**config.mk**
```make
export PLATFORM = sky130hd
export DESIGN_NAME = comment_stripper_unit
export DESIGN_NICKNAME = d
export VERILOG_FILES = /design/src/rtl/cstr_pkg.sv /design/src/rtl/cstr_lexer.sv /design/src/rtl/comment_stripper_unit.sv
export VERILOG_INCLUDE_DIRS = /design/src /design/src/rtl
export SDC_FILE = /design/constraint.sdc
export NUM_CORES = 1
export LEC_CHECK = 0
export BUFFER_PORTS_ARGS = -buffer_cell sky130_fd_sc_hd__buf_2
export CORE_UTILIZATION = 55
export DETAILED_ROUTE_END_ITERATION = 6
export GPL_ROUTABILITY_DRIVEN = 1
export PLACE_DENSITY = 0.82
export SLEW_MARGIN = 10
export SYNTH_ARGS = -nofsm -noshare
export SYNTH_HDL_FRONTEND = slang
export SYNTH_SLANG_ARGS = --single-unit
export TNS_END_PERCENT = 50
```
**constraint.sdc**
```tcl
create_clock -name i_clk -period 3.8 [get_ports i_clk]
set_input_delay 1.14 -clock i_clk [delete_from_list [all_inputs] [get_ports i_clk]]
set_output_delay 1.14 -clock i_clk [all_outputs]
set_load 0.01 [all_outputs]
```
**src/rtl/assert_macros.svh**
```systemverilog
// ----------------------------------------------------------------------------
// Assertion macros
// Shared concurrent assertion helpers, clocked on i_clk and disabled in reset.
// ----------------------------------------------------------------------------
`ifndef ASSERT_MACROS_SVH
`define ASSERT_MACROS_SVH
`ifndef SYNTH
// Property that must hold in the same cycle.
`define CSTR_ASSERT(lbl, prop, msg) \
    lbl: assert property (@(posedge i_clk) disable iff (!i_rst_n) (prop)) else $error(msg);
// Consequent that must hold in the cycle after the antecedent.
`define CSTR_ASSERT_NEXT(lbl, ante, cons, msg) \
    lbl: assert property (@(posedge i_clk) disable iff (!i_rst_n) (ante) |=> (cons)) \
        else $error(msg);
`else
`define CSTR_ASSERT(lbl, prop, msg)
`define CSTR_ASSERT_NEXT(lbl, ante, cons, msg)
`endif
`endif

```
**src/rtl/cstr_pkg.sv**
```systemverilog
// ----------------------------------------------------------------------------
// Comment stripper package
// Payload types, lexer modes and character constants shared by the block.
// ----------------------------------------------------------------------------
package cstr_pkg;

    localparam int LINE_BITS   = 24;
    localparam int COLUMN_BITS = 16;

    localparam logic [7:0] CH_BSL   = 8'h5C;
    localparam logic [7:0] CH_SQ    = 8'h27;
    localparam logic [7:0] CH_DQ    = 8'h22;
    localparam logic [7:0] CH_SLASH = 8'h2F;
    localparam logic [7:0] CH_STAR  = 8'h2A;
    localparam logic [7:0] CH_NL    = 8'h0A;
    localparam logic [7:0] CH_SP    = 8'h20;

    typedef enum logic [3:0] {
        MODE_PLAIN      = 4'd0,
        MODE_SQ         = 4'd1,
        MODE_DQ         = 4'd2,
        MODE_SQ_ESC     = 4'd3,
        MODE_DQ_ESC     = 4'd4,
        MODE_SLASH      = 4'd5,
        MODE_LINE_COM   = 4'd6,
        MODE_BLOCK_COM  = 4'd7,
        MODE_BLOCK_STAR = 4'd8
    } t_mode;

    typedef struct packed {
        logic [7:0] in_byte;
        logic       end_of_input;
    } t_in;

    typedef struct packed {
        logic [7:0]             out_byte;
        logic                   out_last;
        logic [LINE_BITS-1:0]   line_number;
        logic [COLUMN_BITS-1:0] column_number;
    } t_out;

    // Results of one lexer step: up to two bytes and the position after it.
    typedef struct packed {
        logic [1:0]             count;
        logic [7:0]             byte0;
        logic [7:0]             byte1;
        logic [LINE_BITS-1:0]   line_number;
        logic [COLUMN_BITS-1:0] column_number;
    } t_step;

endpackage

```
**src/rtl/cstr_lexer.sv**
```systemverilog
// ----------------------------------------------------------------------------
// Comment stripper lexer
// Mode register and position counters; produces the results of one item.
// ----------------------------------------------------------------------------
`include "assert_macros.svh"

module cstr_lexer (
    input  logic           i_clk,
    input  logic           i_rst_n,
    input  logic           i_accept,
    input  cstr_pkg::t_in  i_item,
    output cstr_pkg::t_step o_step
);

    cstr_pkg::t_mode                  r_mode, n_mode;
    logic [cstr_pkg::LINE_BITS-1:0]   r_line, n_line;
    logic [cstr_pkg::COLUMN_BITS-1:0] r_col, n_col;

    logic [7:0] b;
    logic       eoi;

    assign b   = i_item.in_byte;
    assign eoi = i_item.end_of_input;

    // Next mode.
    always_comb begin
        n_mode = r_mode;
        if (i_accept) begin
            if (eoi) begin
                n_mode = cstr_pkg::MODE_PLAIN;
            end else begin
                unique case (r_mode)
                    cstr_pkg::MODE_SQ: begin
                        if (b == cstr_pkg::CH_BSL)     n_mode = cstr_pkg::MODE_SQ_ESC;
                        else if (b == cstr_pkg::CH_SQ) n_mode = cstr_pkg::MODE_PLAIN;
                    end
                    cstr_pkg::MODE_DQ: begin
                        if (b == cstr_pkg::CH_BSL)     n_mode = cstr_pkg::MODE_DQ_ESC;
                        else if (b == cstr_pkg::CH_DQ) n_mode = cstr_pkg::MODE_PLAIN;
                    end
                    cstr_pkg::MODE_SQ_ESC: n_mode = cstr_pkg::MODE_SQ;
                    cstr_pkg::MODE_DQ_ESC: n_mode = cstr_pkg::MODE_DQ;
                    cstr_pkg::MODE_LINE_COM: begin
                        if (b == cstr_pkg::CH_NL) n_mode = cstr_pkg::MODE_PLAIN;
                    end
                    cstr_pkg::MODE_BLOCK_COM: begin
                        if (b == cstr_pkg::CH_STAR) n_mode = cstr_pkg::MODE_BLOCK_STAR;
                    end
                    cstr_pkg::MODE_BLOCK_STAR: begin
                        if (b == cstr_pkg::CH_SLASH)     n_mode = cstr_pkg::MODE_PLAIN;
                        else if (b != cstr_pkg::CH_STAR) n_mode = cstr_pkg::MODE_BLOCK_COM;
                    end
                    cstr_pkg::MODE_SLASH: begin
                        if (b == cstr_pkg::CH_SLASH)     n_mode = cstr_pkg::MODE_LINE_COM;
                        else if (b == cstr_pkg::CH_STAR) n_mode = cstr_pkg::MODE_BLOCK_COM;
                        else if (b == cstr_pkg::CH_SQ)   n_mode = cstr_pkg::MODE_SQ;
                        else if (b == cstr_pkg::CH_DQ)   n_mode = cstr_pkg::MODE_DQ;
                        else                             n_mode = cstr_pkg::MODE_PLAIN;
                    end
                    default: begin
                        if (b == cstr_pkg::CH_SLASH)   n_mode = cstr_pkg::MODE_SLASH;
                        else if (b == cstr_pkg::CH_SQ) n_mode = cstr_pkg::MODE_SQ;
                        else if (b == cstr_pkg::CH_DQ) n_mode = cstr_pkg::MODE_DQ;
                        else                           n_mode = cstr_pkg::MODE_PLAIN;
                    end
                endcase
            end
        end
    end

    // Position counters, saturating.
    always_comb begin
        n_line = r_line;
        n_col  = r_col;
        if (i_accept && !eoi) begin
            if (b == cstr_pkg::CH_NL) begin
                if (r_line != '1) n_line = r_line + 1'b1;
                n_col = {{(cstr_pkg::COLUMN_BITS-1){1'b0}}, 1'b1};
            end else if (r_col != '1) begin
                n_col = r_col + 1'b1;
            end
        end
    end

    // Emitted bytes.
    always_comb begin
        o_step               = '0;
        o_step.byte0         = b;
        o_step.byte1         = b;
        o_step.line_number   = n_line;
        o_step.column_number = n_col;
        if (eoi) begin
            unique case (r_mode)
                cstr_pkg::MODE_SLASH: begin
                    o_step.count = 2'd1;
                    o_step.byte0 = cstr_pkg::CH_SLASH;
                end
                cstr_pkg::MODE_LINE_COM, cstr_pkg::MODE_BLOCK_COM,
                cstr_pkg::MODE_BLOCK_STAR: begin
                    o_step.count = 2'd1;
                    o_step.byte0 = cstr_pkg::CH_SP;
                end
                default: o_step.count = 2'd0;
            endcase
        end else begin
            unique case (r_mode)
                cstr_pkg::MODE_SQ, cstr_pkg::MODE_DQ, cstr_pkg::MODE_SQ_ESC,
                cstr_pkg::MODE_DQ_ESC: o_step.count = 2'd1;
                cstr_pkg::MODE_SLASH: begin
                    // A slash that does not open a comment goes out ahead of the byte.
                    if (b != cstr_pkg::CH_SLASH && b != cstr_pkg::CH_STAR) begin
                        o_step.count = 2'd2;
                        o_step.byte0 = cstr_pkg::CH_SLASH;
                    end
                end
                cstr_pkg::MODE_LINE_COM: begin
                    if (b == cstr_pkg::CH_NL) begin
                        o_step.count = 2'd1;
                        o_step.byte0 = cstr_pkg::CH_SP;
                    end
                end
                cstr_pkg::MODE_BLOCK_COM: o_step.count = 2'd0;
                cstr_pkg::MODE_BLOCK_STAR: begin
                    if (b == cstr_pkg::CH_SLASH) begin
                        o_step.count = 2'd1;
                        o_step.byte0 = cstr_pkg::CH_SP;
                    end
                end
                default: begin
                    if (b != cstr_pkg::CH_SLASH) o_step.count = 2'd1;
                end
            endcase
        end
    end

    always_ff @(posedge i_clk) begin
        if (!i_rst_n) begin
            r_mode <= cstr_pkg::MODE_PLAIN;
            r_line <= {{(cstr_pkg::LINE_BITS-1){1'b0}}, 1'b1};
            r_col  <= {{(cstr_pkg::COLUMN_BITS-1){1'b0}}, 1'b1};
        end else begin
            r_mode <= n_mode;
            r_line <= n_line;
            r_col  <= n_col;
        end
    end

    `CSTR_ASSERT_NEXT(a_eoi_plain, i_accept && eoi, r_mode == cstr_pkg::MODE_PLAIN, "mode not plain after end of input")
    `CSTR_ASSERT(a_pos_nonzero, (r_line != '0) && (r_col != '0), "position counter reached zero")
    `CSTR_ASSERT_NEXT(a_eoi_keeps_pos, i_accept && eoi, $stable(r_line) && $stable(r_col), "end of input moved the position")

endmodule

```
**src/rtl/comment_stripper_unit.sv**
```systemverilog
// ----------------------------------------------------------------------------
// Comment stripper unit
// Replaces C-style line and block comments with a single space, honouring
// quoted text and backslash escapes, and reports the position of each byte.
// ----------------------------------------------------------------------------
// Usage: source bytes arrive on the input channel, one per transfer, with
// end_of_input set on a flush transfer that carries no byte. Each transfer
// yields zero, one or two result transfers on the output channel; the last
// result of a transfer carries out_last, and all results of it carry the line
// and column of the next byte to be read.
// Results are registered in the result queue before they reach the output.
// Throughput: one input transfer per cycle while the receiver does not stall
// and each yields at most one result; a two-result transfer leaves an extra
// result, which the four-entry queue absorbs until it holds three entries.
// Reset: the lexer returns to plain text, line and column return to 1 and the
// queue empties. Reset is synchronous and active low.
// Stall: when the receiver stalls, results wait in the queue and the input is
// stalled once fewer than two free entries remain.
// ----------------------------------------------------------------------------
`include "assert_macros.svh"

module comment_stripper_unit (
    input  logic           i_clk,
    input  logic           i_rst_n,
    input  logic           i_in_valid,
    output logic           o_in_stall,
    input  cstr_pkg::t_in  i_in_data,
    output logic           o_out_valid,
    input  logic           i_out_stall,
    output cstr_pkg::t_out o_out_data
);

    cstr_pkg::t_step step;
    logic            in_xfer;
    logic            out_xfer;

    // Result queue: four entries, two may be written and one read per cycle.
    cstr_pkg::t_out r_mem [4];
    logic [1:0]     r_wr_ptr, n_wr_ptr;
    logic [1:0]     r_rd_ptr, n_rd_ptr;
    logic [2:0]     r_count, n_count;
    logic [1:0]     wr_cnt;
    cstr_pkg::t_out entry0, entry1;

    // Room for the worst case of two results is required to take a transfer.
    assign o_in_stall = (r_count > 3'd2);
    assign in_xfer    = i_in_valid && !o_in_stall;

    assign o_out_valid = (r_count != 3'd0);
    assign o_out_data  = r_mem[r_rd_ptr];
    assign out_xfer    = o_out_valid && !i_out_stall;

    cstr_lexer u_lexer (
        .i_clk   (i_clk),
        .i_rst_n (i_rst_n),
        .i_accept(in_xfer),
        .i_item  (i_in_data),
        .o_step  (step)
    );

    // The first entry is the last result only when a single byte is emitted.
    always_comb begin
        entry0.out_byte      = step.byte0;
        entry0.out_last      = (step.count == 2'd1);
        entry0.line_number   = step.line_number;
        entry0.column_number = step.column_number;
        entry1.out_byte      = step.byte1;
        entry1.out_last      = 1'b1;
        entry1.line_number   = step.line_number;
        entry1.column_number = step.column_number;
    end

    assign wr_cnt   = in_xfer ? step.count : 2'd0;
    assign n_wr_ptr = r_wr_ptr + wr_cnt;
    assign n_rd_ptr = r_rd_ptr + {1'b0, out_xfer};
    assign n_count  = r_count + {1'b0, wr_cnt} - {2'b00, out_xfer};

    always_ff @(posedge i_clk) begin
        if (wr_cnt != 2'd0) begin
            r_mem[r_wr_ptr] <= entry0;
        end
        if (wr_cnt == 2'd2) begin
            r_mem[r_wr_ptr + 2'd1] <= entry1;
        end
    end

    always_ff @(posedge i_clk) begin
        if (!i_rst_n) begin
            r_wr_ptr <= '0;
            r_rd_ptr <= '0;
            r_count  <= '0;
        end else begin
            r_wr_ptr <= n_wr_ptr;
            r_rd_ptr <= n_rd_ptr;
            r_count  <= n_count;
        end
    end

    `CSTR_ASSERT(a_count_max, r_count <= 3'd4, "result queue overflow")
    `CSTR_ASSERT(a_ptr_gap, (r_wr_ptr - r_rd_ptr) == r_count[1:0], "queue pointers disagree with count")
    `CSTR_ASSERT_NEXT(a_drain, out_xfer && !in_xfer, r_count == $past(r_count) - 3'd1, "queue did not drain by one")

endmodule
```
-- Word-level counts from Yosys, hierarchy flattened
Memory sizes are Yosys's and may differ from the RTL's. A register that Yosys moved wholly into a read port is not among the register bits.
Cells that the tools add are included.
- register bits: 51
- memory bits (read-only): 0
- bits in latches: 0
- logic and storage cells: 89
- memories: 1
- output and inout port bits: 51
- bits of input ports: 13
- RAM bits: 196
- memory list (memory ; depth ; width ; rd ports ; clocked after Yosys merged registers in ; wr ports ; RTL line ; text):
    r_mem ; 4 ; 49 ; 1 ; 1 ; 2 ; comment_stripper_unit.sv:38 ; cstr_pkg::t_out r_mem [4];
- eq/ne operators: 25
- shifts and indexed selects: 0
- div/mod/pow operators: 0
- order comparisons: 1
- reductions and logical operators: 13
- $mul: 0
- add/subtract/negate cells: 7
- multiplexer cells: 36
- bitwise gates (word level): 0
- operator list (kind ; count):
    2-to-1 mux 24 bit ; 3
    2-to-1 mux 4 bit ; 13
    2-to-1 mux 16 bit ; 3
    == test 8 x 6 -> 1 bit, second input constant ; 4
    one-hot mux 4 bit (8 select lines) ; 1
    adder 24 x 1 -> 24 bit, second input constant ; 1
    != test 24 bit, second input constant ; 1
    one-hot mux 8 bit (3 select lines) ; 1
    2-to-1 mux 10 bit ; 2
    2-to-1 mux 9 bit ; 2
    adder 16 x 1 -> 16 bit, second input constant ; 1
    == test 4 x 3 -> 1 bit, second input constant ; 4
    != test 16 bit, second input constant ; 1
    != test 8 x 6 -> 1 bit, second input constant ; 2
    one-hot mux 8 bit (2 select lines) ; 1
    != test 4 x 2 -> 1 bit, second input constant ; 3
    one-hot mux 2 bit (5 select lines) ; 1
    == test 4 x 2 -> 1 bit, second input constant ; 2
    == test 8 x 4 -> 1 bit, second input constant ; 1
    == test 8 x 7 -> 1 bit, second input constant ; 1
    OR reduction 4 bit ; 2
    2-to-1 mux 1 bit ; 6
    2-to-1 mux 2 bit ; 3
    != test 3 x 2 -> 1 bit, second input constant ; 2
    other kinds (16) ; 21

-- Logic depth before layout (Yosys ltp)
Gate-level depths: netlist of run 1.
- depth after elaboration: 9
- gate-level depth with buffers: 14
- mapped depth without buffers: 12

-- Cells and area by module
From an unflattened synthesis of run 1, not the netlist that was laid out.
- cell total of the unflattened synthesis: 1059
- area total of the unflattened synthesis: 12662.1 um^2
- modules (own cells, without submodules) (module ; instances ; area an instance (um^2) ; cells an instance ; seq. area each (um^2)):
    comment_stripper_unit ; 1 ; 9415.3 ; 650 ; 5985.7
    cstr_lexer ; 1 ; 3246.9 ; 409 ; 880.8

-- Least setup slack after synthesis of run 1
OpenSTA, ideal clock, no wires.
- path kind: input-to-reg
- start point: in i_in_data[2] in the netlist's numbering
- end point: mem r_mem[3][0] in the netlist's numbering (enable)
- buffers on the path: 3
- cell stages on the path: 9
- required time: 3.398 ns
- setup time: 0.402 ns
- path slack: -0.271 ns
- arrival: 3.669 ns
- cell sequence: buf_2 nand4bb_1 buf_2 or2_2 a31o_2 a211oi_1 a21oi_1 clkbuf_1 inv_1
- RTL lines (item ; RTL line ; text):
    start: declaration ; comment_stripper_unit.sv:27 ; input cstr_pkg::t_in i_in_data,
    end: declaration ; comment_stripper_unit.sv:38 ;

-- Final worst setup path of run 1
- start point: in i_in_data[6] in the netlist's numbering
- end point: reg r_count[2]
- cells in the longest elaborated chain, start to end: 8
- elaborated cells between the ends (all ways): 14
- classes of those cells: 2 x add/sub; 4 x eq/ne; 7 x mux; 1 x reduce/logical
- RTL lines (item ; RTL line ; text):
    != test 8 x 6 -> 1 bit, on equally long branches ; cstr_lexer.sv:111, cstr_lexer.sv:130 ;
    logical AND 1 bit ; cstr_lexer.sv:111 ; if (b != cstr_pkg::CH_SLASH && b != cstr_pkg::CH_STAR) begin
    2-to-1 mux 10 bit ; cstr_lexer.sv:111 ;
    one-hot mux 2 bit (5 select lines) (*) ; cstr_lexer.sv:106 ; unique case (r_mode)
    2-to-1 mux 10 bit (*) ; cstr_lexer.sv:92 ; if (eoi) begin
    2-to-1 mux 2 bit (*) ; comment_stripper_unit.sv:73 ; assign wr_cnt = in_xfer ? step.count : 2'd0;
    adder 3 x 2 -> 3 bit (*) ; comment_stripper_unit.sv:76 ; assign n_count = r_count + {1'b0, wr_cnt} - {2'b00, out_xfer};
    subtractor 3 x 1 -> 3 bit (*) ; comment_stripper_unit.sv:76 ;
    end signal: assignment ; comment_stripper_unit.sv:95 ; r_count <= n_count;
    end: declaration ; comment_stripper_unit.sv:41 ; logic [2:0] r_count, n_count;
Mark *: on every way between the ends. The rest lies on a longest branch, timed or not.
A chain may end at the register's enable or synchronous reset.

==> out/results.ini, run 1 <==
[status]
outcome = finished, final reports clean

[power_and_ir_drop]
p_leak_nw = 4.34
pwr-share-comb = 0.194
power_frac_seq = 0.459
p_sw_frac = 0.267
power.switching_mw = 1.80
power_mw = 6.74
power.density_nw_per_um2 = 510
vdd_drop_max_mv = 0.291
internal_power_mw = 4.94
clockPowerShare = 0.347

[critical_path]
r2r_setup_slack_ns = 0.73
cp-start-kind = primary input
cp_slowest_stage_delay_ns = 0.55
critPathKind = primary input to register
cp_max_fo = 6
arrival_ns = 3.62
cp-end-kind = register
critPathSlowestCell = or4_4
crit_chain = buf_2, or4_4, nor2_1, o21ai_0, a21o_1, ha_1, inv_1, ha_1, inv_1, fa_1, xnor2_1, xnor2_1, nor2_1
r2r-start = u_lexer.r_mode[2]
setup.worst_path.start = i_in_data[6]
cp_data_required_time_ns = 4.18

[floorplan]
num_rows = 52
die_y_um = 147
dieArea_um2 = 21500
initial_core_util = 0.566
core_area_um2 = 20400
ios = 64
fp.dieW_um = 147

[clocking]
clock-sinks = 247
cts_tree = done
clockBufferDepth = 3
htreeDepth = 1
clockRootBuffer = clkbuf_16
clkSlewWorstSetupHoldPaths_ns = 0.06
cts_resized = 0
insertion_delay_ns = 0.51
postCtsHoldBufs = 0
cts_setup_buffers = 0
cts_buffers = 25

[sta]
finalHoldViolCount = 0
timing.final.max_slew_violations = 0
rsz0062_at_grt = no
clock.fmax_ghz = 0.309
setup_violations = 0
min_period_ns = 3.24
finClkSkew_ns = 0.00948
worstMarginPinSlew_ns = 0.871
slew_headroom = 0.413
period_share = 0.852

[routing]
antenna_left = 0
num_vias = 8166
drcViolationCount = 0
drt_first_pass_iters = 5
wirelength_um = 27700
wl_per_cell_um = 21.1
viasPerCell = 6.20
drt_iter0_drc = 978

[yosys]
synthArstFlopShare = 0
ys_ff_latch = 247
synth_edf_count = 192
yosys_warnings = 0
ys.flop_type = edfxtp_1
synth_area_leaders = edfxtp_1 (50%), mux4_2 (9.6%), dfxtp_1 (9.6%)
syn_avg_cell_area_um2 = 12.1
syn_inst = 956
yosys.area.top_type = edfxtp_1
synth_top_area_share = 0.500
yosys-top-cells-count = nor2_1 (237), edfxtp_1 (192), dfxtp_1 (55)
yosysMostFrequentCell = nor2_1
synth_cell_types = 70
syn_area_um2 = 11500
syn_nets = 977
ys_seq_area_frac = 0.596

[cells_and_area]
syn_to_final_growth_pct = 14.6
finalInstanceArea_um2 = 13200
finalNetCount = 1051
num-fill-cells = 1456
layout-drive-gt1-share = 0.224
n_antenna_cell = 0

[global_route]
grt_overflow_total = 0
antenna_found_initial = 0
grt_pass1_wl_um = 44200
gr-usage-all-layers = 0.263
grt_max_degree = 49
grt_pass1_vias = 8240

[placement]
gp_congestion = 0.930
place_area_um2 = 12400
hpwl_um = 17600
io_buffers = 63

[hold_path]
hp-class = register to register
min-delay-start = r_mem[1][40]

[job]
drv_cap = 0

## worst max-delay path, delay by kind of cell
kind | cells | cell delay [ns]
fa+ha+maj | 3 | 0.78
simple gates | 3 | 0.73
compound gates | 2 | 0.38
xor+xnor | 2 | 0.35
buf+inv | 3 | 0.25
## metal layers
| layer | track usage | vias up | part of all wire |
|---|---|---|---|
| met3 | 0.0457 | 54 | 0.077 |
| met2 | 0.444 | 388 | 0.49 |
| met5 | 0 | - | 0 |
| met4 | 0.0755 | 0 | 0.022 |
| li1 | - | 3671 | - |
| met1 | 0.353 | 4053 | 0.41 |
## cell usage in the layout, fill, tap and decap left out, types with 12 or more instances in the layout
cell type,n
nor2_1,237
edfxtp_1,192
buf_2,63
dfxtp_1,53
mux4_2,49
nand2_1,43
buf_4,35
a21oi_1,28
nand3_1,26
clkbuf_16,25
nor3_1,23
xor2_1,21
o21ai_0,20
nand4_1,17
and3_1,15
xnor2_1,14
nor2b_1,12
## worst paths after layout
kind / to / cells after the start
min: r_mem[1][40] / 1
min reg2reg: r_mem[1][40] / 1
max reg2reg: r_count[2] / 12
max: r_count[2] / 13
## flip-flops by register name (all words and copies together) (netlist names)
signal / count
u_lexer.r_line: 24
r_count: 3
r_rd_ptr: 2
r_mem: 196
u_lexer.r_mode: 4
r_wr_ptr: 2
u_lexer.r_col: 16
## per-stage QoR
step | hold WS [ns] | setup slack, ns | util | instances | TNS [ns]
after global routing | 0.527 | 0.378 | 0.648 | 1317 | 0
after floorplan | 0.431 | -0.107 | - | 956 | -9.03
final | 0.485 | 0.561 | 0.648 | 1317 | 0
after CTS | 0.479 | 0.500 | 0.648 | 1317 | 0
after detailed placement | 0.461 | 0.0407 | 0.610 | 1273 | 0
after global placement | 0.448 | 0.128 | 0.610 | 1273 | 0
## cell type report
cell class | instances | area, um2 | area share
Clock inverter | 14 | 110 | 0.00834
Timing Repair Buffer | 108 | 778 | 0.0589
Clock buffer | 30 | 664 | 0.0503
Sequential cell | 247 | 6870 | 0.520
Multi-Input combinational cell | 631 | 4370 | 0.331
Inverter | 17 | 75.1 | 0.00569
Tap cell | 270 | 338 | 0.0256
## power groups by stage
stage          registers (mW)  clock network [mW]  logic (mW)
2_1_floorplan            3.09                   0       0.891
3_5_place_dp             3.15                   0        1.32
3_3_place_gp             3.14                   0        1.30
6_report                 3.09                2.34        1.30
4_1_cts                  3.09                2.35        1.32
5_1_grt                  3.11                2.46        1.41
## cells by family (layout without fill, tap and decap cells)
kind of cell | Yosys count | in the layout | share of synthesized area
adders and majority gates | 8 | 8 | 0.00934
muxes | 56 | 56 | 0.102
AOI/OAI and AO/OA | 105 | 105 | 0.0626
DFF | 247 | 247 | 0.596
buffers and inverters | 78 | 169 | 0.0286
and+or+nand+nor | 427 | 427 | 0.175
xor gates and xnor gates | 35 | 35 | 0.0266
No activity file was read; power rests on OpenSTA's default activity.
==> run 2: changes to the inputs <==
- ABC_AREA: unset -> 1
- CORE_UTILIZATION: 55 -> 56
- PLACE_DENSITY: 0.82 -> 0.83
==> out/results.ini, run 2 <==
[power_and_ir_drop]
power.switching_mw = 2.19
power.density_nw_per_um2 = 525
power_frac_seq = 0.423
pwr-share-comb = 0.230
internal_power_mw = 5.09
p_leak_nw = 4.98
p_sw_frac = 0.301
vdd_drop_max_mv = 0.293
clockPowerShare = 0.348

[floorplan]
die_y_um = 151
ios = 64
num_rows = 54
dieArea_um2 = 22900
initial_core_util = 0.572
fp.dieW_um = 151
core_area_um2 = 21800

[yosys]
syn_nets = 1399
ys_seq_area_frac = 0.550
yosysMostFrequentCell = nand2_1
syn_area_um2 = 12500
synth_area_leaders = edfxtp_1 (46%), dfxtp_1 (8.8%), nand2_1 (6.4%)
yosys.area.top_type = edfxtp_1
synth_edf_count = 192
synthArstFlopShare = 0
synth_cell_types = 42
yosys-top-cells-count = nand2_1 (213), edfxtp_1 (192), nor2_1 (179)
yosys_warnings = 0
syn_inst = 1378
syn_avg_cell_area_um2 = 9.05
synth_top_area_share = 0.462
ys.flop_type = edfxtp_1
ys_ff_latch = 247

[cells_and_area]
num-fill-cells = 1765
seq_area_um2 = 6870
final_common_cell = nand2_1
final_cell_mix = nand2_1 (209), edfxtp_1 (192), nor2_1 (179), o21ai_0 (150), a21oi_1 (146)
finalInstanceArea_um2 = 13800
layout-drive-gt1-share = 0.136
finalNetCount = 1431
n_antenna_cell = 0
largest_register_ffs = 196
reg_top3 = r_mem: 196 flops, u_lexer.r_line: 24 flops, u_lexer.r_col: 16 flops
syn_to_final_growth_pct = 11.0
instances_no_fill = 1708
fin_util = 0.635
top_register = r_mem
multi_input_area_um2 = 4770

[routing]
drt_first_pass_iters = 6
antenna_left = 0
wirelength_um = 32400
viasPerCell = 6.08
drcViolationCount = 0
drt_iter0_drc = 1183
wl_per_cell_um = 19.0
num_vias = 10391

[sta]
setup_violations = 0
clock.fmax_ghz = 0.277
finClkSkew_ns = 0.0194
slew_headroom = 0.334
finalHoldViolCount = 0
period_share = 0.950
timing.final.max_slew_violations = 0
worstMarginPinSlew_ns = 0.999
rsz0062_at_grt = no
min_period_ns = 3.61

[global_route]
grt_max_degree = 100
antenna_found_initial = 0
grt_pass1_vias = 10126
grt_overflow_total = 0
gr-usage-all-layers = 0.292
grt_pass1_wl_um = 51700

[critical_path]
critPathKind = register to primary output
cp_max_fo = 99
cp-start-kind = register
cp_data_required_time_ns = 2.66
arrival_ns = 2.47
cp-end-kind = primary output

[clocking]
htreeDepth = 1
cts_tree = done
clockRootBuffer = clkbuf_16
cts_setup_buffers = 0
cts_resized = 0
postCtsHoldBufs = 0
insertion_delay_ns = 0.53
clockBufferDepth = 3
clock-sinks = 247
clkSlewWorstSetupHoldPaths_ns = 0.06
cts_buffers = 25

[hold_path]
hp-class = register to register

[placement]
place_area_um2 = 13000
hpwl_um = 19700
place_inst = 1663
io_buffers = 63
gp_congestion = 0.920

[status]
outcome = finished, final reports clean

[job]
drv_cap = 0

## run 2: metal layers
layer	vias up	share of wire	wire [um]	GRT usage
met5	-	0	0	0
li1	4837	-	-	-
met1	4892	0.39	12700	0.385
met2	603	0.49	16000	0.495
met4	0	0.022	709	0.106
met3	59	0.094	3030	0.0358
## run 2: path summary, 6_finish.rpt
path | startpoint | to | slack [ns] | cells past startpoint
worst max-delay path | r_rd_ptr[0] | o_out_data[6] | 0.19 | 4
worst min-delay path | r_mem[0][40] | r_mem[0][40] | 0.46 | 2
worst max register to register | u_lexer.r_mode[2] | r_count[2] | 1.07 | 15
worst min register to register | r_mem[0][40] | r_mem[0][40] | 0.46 | 2
## run 2: final cells by class
cell class / count / share of cell area
clock buffers: 36 / 0.0496
clock inverters: 9 / 0.0107
inverters: 105 / 0.0286
multi-input cells: 943 / 0.345
flip-flops and latches: 247 / 0.496
well taps: 280 / 0.0253
repair buffers: 88 / 0.0454
## run 2: cells by family (layout without fill, tap and decap cells)
logic type / Yosys count / count (layout) / synth area share
XOR/XNOR: 27 / 27 / 0.0190
multiplexers: 1 / 1 / 0.000802
flip-flops: 247 / 247 / 0.550
adder cells (fa/ha/maj): 8 / 8 / 0.00862
AND/OR/NAND/NOR: 522 / 522 / 0.186
buffers and inverters: 188 / 238 / 0.0680
AO/OA/AOI/OAI: 385 / 385 / 0.167
## run 2: metrics by stage
| step | power, mW | setup slack [ns] | hold WS (ns) | setup TNS, ns |
|---|---|---|---|---|
| 2_1_floorplan | 4.13 | -0.0711 | 0.421 | -5.80 |
| 3_3_place_gp | 4.72 | 0.324 | 0.433 | 0 |
| 3_5_place_dp | 4.78 | 0.244 | 0.450 | 0 |
| 4_1_cts | 7.27 | 0.244 | 0.462 | 0 |
| 5_1_grt | 7.54 | 0.106 | 0.489 | 0 |
| 6_report | 7.28 | 0.192 | 0.462 | 0 |
## run 2: power by group through the flow
stage               clock network, mW  registers, mW  logic [mW]
finish                           2.53           3.07        1.67
global route                     2.62           3.08        1.83
detailed placement                  0           3.13        1.65
floorplan                           0           3.12        1.01
global placement                    0           3.12        1.60
CTS                              2.54           3.07        1.66
## run 2: critical path: stages (launching register included)
cell and delay [ns]:
dfxtp_2 0.34, buf_4 0.77, o21ai_0 0.22, o22ai_1 0.38
buf_2 0.21
